[src/hdl/pqdh_pkg.sv]
// Constants, types and Montgomery constants for the palindrome hash engine
package pqdh_pkg;

  localparam int MOD_W      = 30;
  localparam int NB         = 2;   // lane 0 base 31, lane 1 base 37
  localparam int REQ_W      = 2;
  localparam int CHAR_W     = 8;
  localparam int IDX_W      = 10;
  localparam int LEN_OUT_W  = 11;
  localparam int STAT_W     = 2;
  localparam int IN_DATA_W  = 32;
  localparam int OUT_DATA_W = 16;
  localparam int MM_LAT     = 4;

  localparam longint unsigned PRIME    = 64'd1000000007;
  localparam longint unsigned R_MOD_P  = (64'd1 << MOD_W) - PRIME;
  localparam longint unsigned BASE_A   = 64'd31;
  localparam longint unsigned BASE_B   = 64'd37;

  localparam logic [MOD_W-1:0] HASH_MOD = MOD_W'(PRIME);

  localparam logic [REQ_W-1:0] REQ_CLEAR  = 2'd0;
  localparam logic [REQ_W-1:0] REQ_APPEND = 2'd1;
  localparam logic [REQ_W-1:0] REQ_QUERY  = 2'd2;

  localparam logic [STAT_W-1:0] STAT_OK    = 2'd0;
  localparam logic [STAT_W-1:0] STAT_RANGE = 2'd1;
  localparam logic [STAT_W-1:0] STAT_FULL  = 2'd2;

  // -p^-1 mod 2^MOD_W by Newton iteration, evaluated at elaboration
  function automatic logic [MOD_W-1:0] mont_nprime(input longint unsigned p);
    longint unsigned x;
    x = 64'd1;
    for (int i = 0; i < 6; i++) begin
      x = x * (64'd2 - p * x);
    end
    return MOD_W'(~x + 64'd1);
  endfunction

  localparam logic [MOD_W-1:0] NPRIME   = mont_nprime(PRIME);
  localparam logic [MOD_W-1:0] ONE_MONT = MOD_W'(R_MOD_P);
  localparam logic [MOD_W-1:0] BR_A     = MOD_W'((BASE_A * R_MOD_P) % PRIME);
  localparam logic [MOD_W-1:0] BR_B     = MOD_W'((BASE_B * R_MOD_P) % PRIME);

  typedef logic [NB-1:0][MOD_W-1:0] lane_vec_t;

  typedef struct packed {
    lane_vec_t g;
    lane_vec_t h;
  } hash_word_t;

  localparam lane_vec_t BASE_R   = {BR_B, BR_A};
  localparam lane_vec_t PW_ZERO  = {ONE_MONT, ONE_MONT};

endpackage

[src/hdl/pqdh_montmul.sv]
// Four-stage pipelined Montgomery multiplier modulo the hash prime
module pqdh_montmul
  import pqdh_pkg::*;
(
  input  logic             clk,
  input  logic [MOD_W-1:0] a_i,
  input  logic [MOD_W-1:0] b_i,
  output logic [MOD_W-1:0] res_o
);

  logic [2*MOD_W-1:0] t1_r;
  logic [2*MOD_W-1:0] t2_r;
  logic [2*MOD_W-1:0] t3_r;
  logic [2*MOD_W-1:0] mp_r;
  logic [MOD_W-1:0]   m_r;
  logic [2*MOD_W:0]   u_sum;
  logic [MOD_W:0]     u;

  assign u_sum = {1'b0, t3_r} + {1'b0, mp_r};
  assign u     = u_sum[2*MOD_W:MOD_W];

  always_ff @(posedge clk) begin
    t1_r  <= {{MOD_W{1'b0}}, a_i} * {{MOD_W{1'b0}}, b_i};
    m_r   <= MOD_W'(t1_r[MOD_W-1:0] * NPRIME);
    t2_r  <= t1_r;
    mp_r  <= {{MOD_W{1'b0}}, m_r} * {{MOD_W{1'b0}}, HASH_MOD};
    t3_r  <= t2_r;
    // u stays below twice the modulus: one subtract brings it into range
    res_o <= (u >= {1'b0, HASH_MOD}) ? MOD_W'(u - {1'b0, HASH_MOD}) : MOD_W'(u);
  end

endmodule

[config.mk]
export PLATFORM = sky130hd
export DESIGN_NAME = pqdh_montmul
export DESIGN_NICKNAME = d
export VERILOG_FILES = /design/src/hdl/pqdh_pkg.sv /design/src/hdl/pqdh_montmul.sv
export SDC_FILE = /design/constraint.sdc
export NUM_CORES = 2
export LEC_CHECK = 0
export BUFFER_PORTS_ARGS = -buffer_cell sky130_fd_sc_hd__buf_2
export CAP_MARGIN = 20
export CORE_ASPECT_RATIO = 1.2
export CORE_MARGIN = 2
export CORE_UTILIZATION = 45
export CTS_CLUSTER_DIAMETER = 150
export DETAILED_ROUTE_END_ITERATION = 8
export HOLD_SLACK_MARGIN = 0.12
export PLACE_DENSITY = 0.71
export SETUP_SLACK_MARGIN = 0.4
export SYNTH_ARGS = -nofsm -noshare
export SYNTH_HDL_FRONTEND = slang
export SYNTH_SLANG_ARGS = --single-unit
[constraint.sdc]
create_clock -name clk -period 11.65 [get_ports clk]
set_clock_uncertainty 0.15 [all_clocks]
set_input_delay 1.165 -clock clk [delete_from_list [all_inputs] [get_ports clk]]
set_output_delay 1.165 -clock clk [all_outputs]
set_load 0.03 [all_outputs]
# Word-level counts from Yosys, hierarchy flattened
# Index checks and enable logic that the tools add are counted.
# word_totals
ff_bits,300
latchBits,0
mem_bits_rw,0
romBits,0
inputBits,61
elab_cells,13
memories,0
# op_classes
add_sub_neg,2
multipliers,3
n_div,0
n_lt_le_gt_ge,1
n_eq_ne,0
n_shift,0
n_mux,1
n_bitwise,0
n_reduce_logical,0
# op_table
operator,n
$add A60 B60 Y61,1
$mul A30 B30 Y60,1
$mul A30 B30 Y60 const B,1
$ge A31 B30 Y1 const B,1
$mul A30 B27 Y30 const B,1
$mux W30,1
$sub A30 B30 Y30 const B,1

# Longest topological paths before layout
# logic_depth
ltp_word,3
depth_mapped,35

# Worst setup path after synthesis
# No wires, ideal clock.
# synth_path
kind,input to register
from,input a_i[17]
to,register t1_r[58]
setup_time_ns,0.072
arrival_time_ns,8.809
t_required_ns,11.428
path_slack_ns,2.618
path_stages,30
n_path_buf,1
cell_sequence,clkbuf_1 -> nand2_1 -> fa_1 -> inv_1 -> fa_1 -> inv_1 -> fa_1 -> inv_1 -> fa_1 -> fa_1 -> fa_1 -> fa_1 -> inv_1 -> fa_1 -> inv_1 -> ha_1 -> a21o_1 -> a21oi_1 -> nor2_1 -> or3_4 -> nor4_4 -> a21oi_1 -> o211a_1 -> o311a_1 -> o31ai_2 -> nand2b_1 -> a31oi_2 -> o31ai_2 -> a2111oi_4 -> xnor2_1
# synth_between
elab_chain_len,1
# synth_rtl
element,line,source
start: declaration,pqdh_montmul.sv:6,"input logic [MOD_W-1:0] a_i,"
$mul A30 B30 Y60,pqdh_montmul.sv:23,"t1_r <= {{MOD_W{1'b0}}, a_i} * {{MOD_W{1'b0}}, b_i};"
end signal: assignment,pqdh_montmul.sv:23,
end: declaration,pqdh_montmul.sv:11,logic [2*MOD_W-1:0] t1_r;
# No other way between the ends.

# Worst setup path after layout
# layout_path
from,input a_i[12]
to,register t1_r[57]
# The elaborated chain is that of the path after synthesis.

==> results.md <==
| Parameter | Reported | Unit |
| --- | --- | --- |
| Syn Area/Cell | 9.709 | sq um |
| Sequential share of the synthesized area | 9.760 | % |
| Maximum buffer depth of the clock tree | 3 | - |
| Area Overhead vs Synth | 4.891 | % |
| Crit path arrival time | 9.80 | ns |
| Nature of the critical path endpoint | flop | - |
| Syn. warnings | 0 | - |
| Data required time at the worst endpoint | 12.04 | ns |
| GRT overflow | 0 | - |
| Wire length of the first global-routing pass | 246100 | um |
| Slowest-stage cell, CP | buf_2 | - |
| Clock tree from TritonCTS | built | - |
| Clk sinks | 296 | - |
| Count of buffers from port buffering | 90 | - |
| Vias per std cell | 5.158 | - |
| Crit Path Class | in2reg | - |
| Starting utilization of the core area | 45.34 | % |
| Number of gates given a new drive strength after cts | 0 | - |
| Overall track demand over capacity in global routing | 22.88 | % |
| Worst Min Path Start | t1_r[31] | - |
| Max_slew headroom | 38.67 | % |
| Area share of the largest cell type after synthesis | 41.71 | % |
| Die boundary width | 339.3 | um |
| Setup WS pre-CTS | 1.666 | ns |
| Final Wtd Congestion | 0.9712 | - |
| Primary flip-flop cell chosen by synthesis mapping | dfxtp_1 | - |
| Most area-consuming cells after synthesis | fa_1 42%, ha_1 17%, dfxtp_1 9.8% | - |
| I/O pin count | 91 | - |
| Count of mapped cells out of synthesis | 6253 | - |
| Setup_tns | 0 | ns |
| DRC marker count from the first detailed-route iteration | 2391 | - |
| Count of buffers added by post-CTS timing repair for setup | 0 | - |
| Number of different library cells in the post-synthesis netlist | 96 | - |
| Status | complete, no violations | - |
| Top post-synthesis cells by count | 1549 x inv_1, 1265 x fa_1, 825 x ha_1 | - |
| Maximum number of pins on one net before global-route repair | 31 | - |
| Flop and latch count out of synthesis | 296 | - |
| Fraction of registers with async set/reset | 0 | % |
| Most prevalent standard cell on the critical path | fa_1 | - |
| Depth of the worst hold-timing path | 0 | - |
| Area of the core region | 133900 | sq um |
| Final Hold Fails | 0 | - |
| Floorplan row count | 147 | - |
| DR pass1 iterations | 5 | - |
| Initial antenna violation count | 4 | - |
| Number of global-route vias before repair | 45330 | - |
| Syn nets | 8404 | - |
| Clock insertion delay at the later pin of the skew report | 0.61 | ns |
| Final HPWL DP | 129000 | um |
| Share of the clock period used by the worst path | 80.70 | % |
| Area of the die | 137900 | sq um |
| Stage delay of the slowest cell on the critical path | 0.53 | ns |
| Achievable frequency | 106.4 | MHz |
| Number of flops mapped to enable cells by yosys | 0 | - |
| Type of the most critical hold path | reg2reg | - |
| Leading cell type by number of instances after synthesis | inv_1 | - |
| Share of post-route cells with drive strength above 1 | 3.176 | % |
| Residual antenna-violating net count after detailed routing | 0 | - |
| Clk pin slew, worst setup/hold paths | 0.06 | ns |
| CTS Hold Buffers Added | 0 | - |
| Cell at the root of the clock tree | clkbuf_16 | - |
| Largest driver fanout on the critical path | 30 | - |
| Max-slew violation count | 0 | - |
| Depth of the most critical reg-to-reg path | 27 | - |
| Transition time of the tightest slew-check pin | 0.9188 | ns |
| Die span in y | 406.4 | um |
| TritonCTS buffer count | 31 | - |
| Post-Route Hold Slack | 0.1652 | ns |
| Routed vias | 41230 | - |
| Max-cap violations | 0 | - |
| Setup crit start | a_i[12] | - |
| DR DRC count | 0 | - |
| Startpoint of the most critical register-to-register path | m_r[2] | - |
| Final critical-path required period | 9.402 | ns |
| Number of H-tree levels | 1 | - |
| Routed wire per std cell | 19.26 | um |
| Largest area contributor in the netlist | fa_1 | - |
| Kind of start point of the critical path | input port | - |
| RSZ-0062 raised after global routing | no | - |
| Total number of nets in the final design | 8330 | - |
| Post-synthesis instance area | 60710 | sq um |
| Final setup slack of the worst path | 2.248 | ns |
| Number of setup violations in the final report | 0 | - |
| Total wire length after detailed routing | 153900 | um |
-- cell usage in the layout (no fill, tap or decap), types with 27 or more instances in the layout --
master,Yosys,final
a21o_1,95,95
a21oi_1,180,180
and2_1,510,510
and3_1,27,27
buf_2,6,90
clkbuf_16,0,31
dfxtp_1,296,296
fa_1,1265,1265
ha_1,825,825
inv_1,1549,1549
nand2_1,499,499
nand3_1,38,38
nor2_1,115,115
nor2b_1,31,31
nor3_1,40,40
o21ai_0,78,78
xnor2_1,162,162
xor2_1,64,64
-- final timing paths --
kind / slack (ns) / end
setup / recovery: 2.25 / t1_r[57]
hold / removal: 0.17 / t2_r[31]
setup reg to reg: 3.16 / mp_r[59]
hold reg to reg: 0.17 / t2_r[31]
-- worst max-delay path, delay by kind of cell --
kind            cells  cell delay [ns]
compound gates     11             3.14
simple gates        2             0.33
buf+inv             5             0.74
xor+xnor            1             0.13
fa+ha+maj           9             4.28
-- per-layer routing --
layer / up-vias / track usage (%) / wire [um]
li1: 18720 / - / -
met4: 2 / 9.323 / 6951
met3: 330 / 3.317 / 9266
met1: 20920 / 28.77 / 62330
met2: 1250 / 39.57 / 75370
met5: - / 0 / 13
-- layout make-up --
cell class,count,area [sq um]
fill,12550,70220
multi-input combinational,4203,48180
sequential,296,5926
inverter,1549,5814
tap,1788,2237
clock buffer,37,828.3
timing repair buffer,98,518.0
clock inverter,19,176.4
antenna,2,5.005
-- flip-flops by register name (all words and copies together) (netlist names) --
register,flops
t2_r,57
res_o,30
t1_r,60
t3_r,59
m_r,30
mp_r,60
-- cells by family (layout without fill, tap and decap cells) --
| kind of cell | count (synthesis) | in the layout | share of synthesized area [%] |
|---|---|---|---|
| buffers and inverters | 1754 | 1703 | 10.89 |
| AND/OR/NAND/NOR | 1351 | 1351 | 11.43 |
| multiplexers | 3 | 3 | 0.05358 |
| adder cells (fa/ha/maj) | 2090 | 2090 | 58.71 |
| flip-flops | 296 | 296 | 9.760 |
| XOR/XNOR | 226 | 226 | 3.260 |
| AO/OA/AOI/OAI | 533 | 533 | 5.894 |
| other | 0 | 2 | 0 |
-- per-stage QoR --
step	instances	cell area (sq um)	util [%]
floorplan	6253	60710	-
global placement	7933	62660	46.79
detailed placement	7933	62660	46.79
CTS	7989	63660	47.54
global route	7991	63680	47.56
finish	7992	63680	47.56
Power is not shown: default switching activity piles up to over one toggle a cycle in this logic, so the estimate is an artifact.
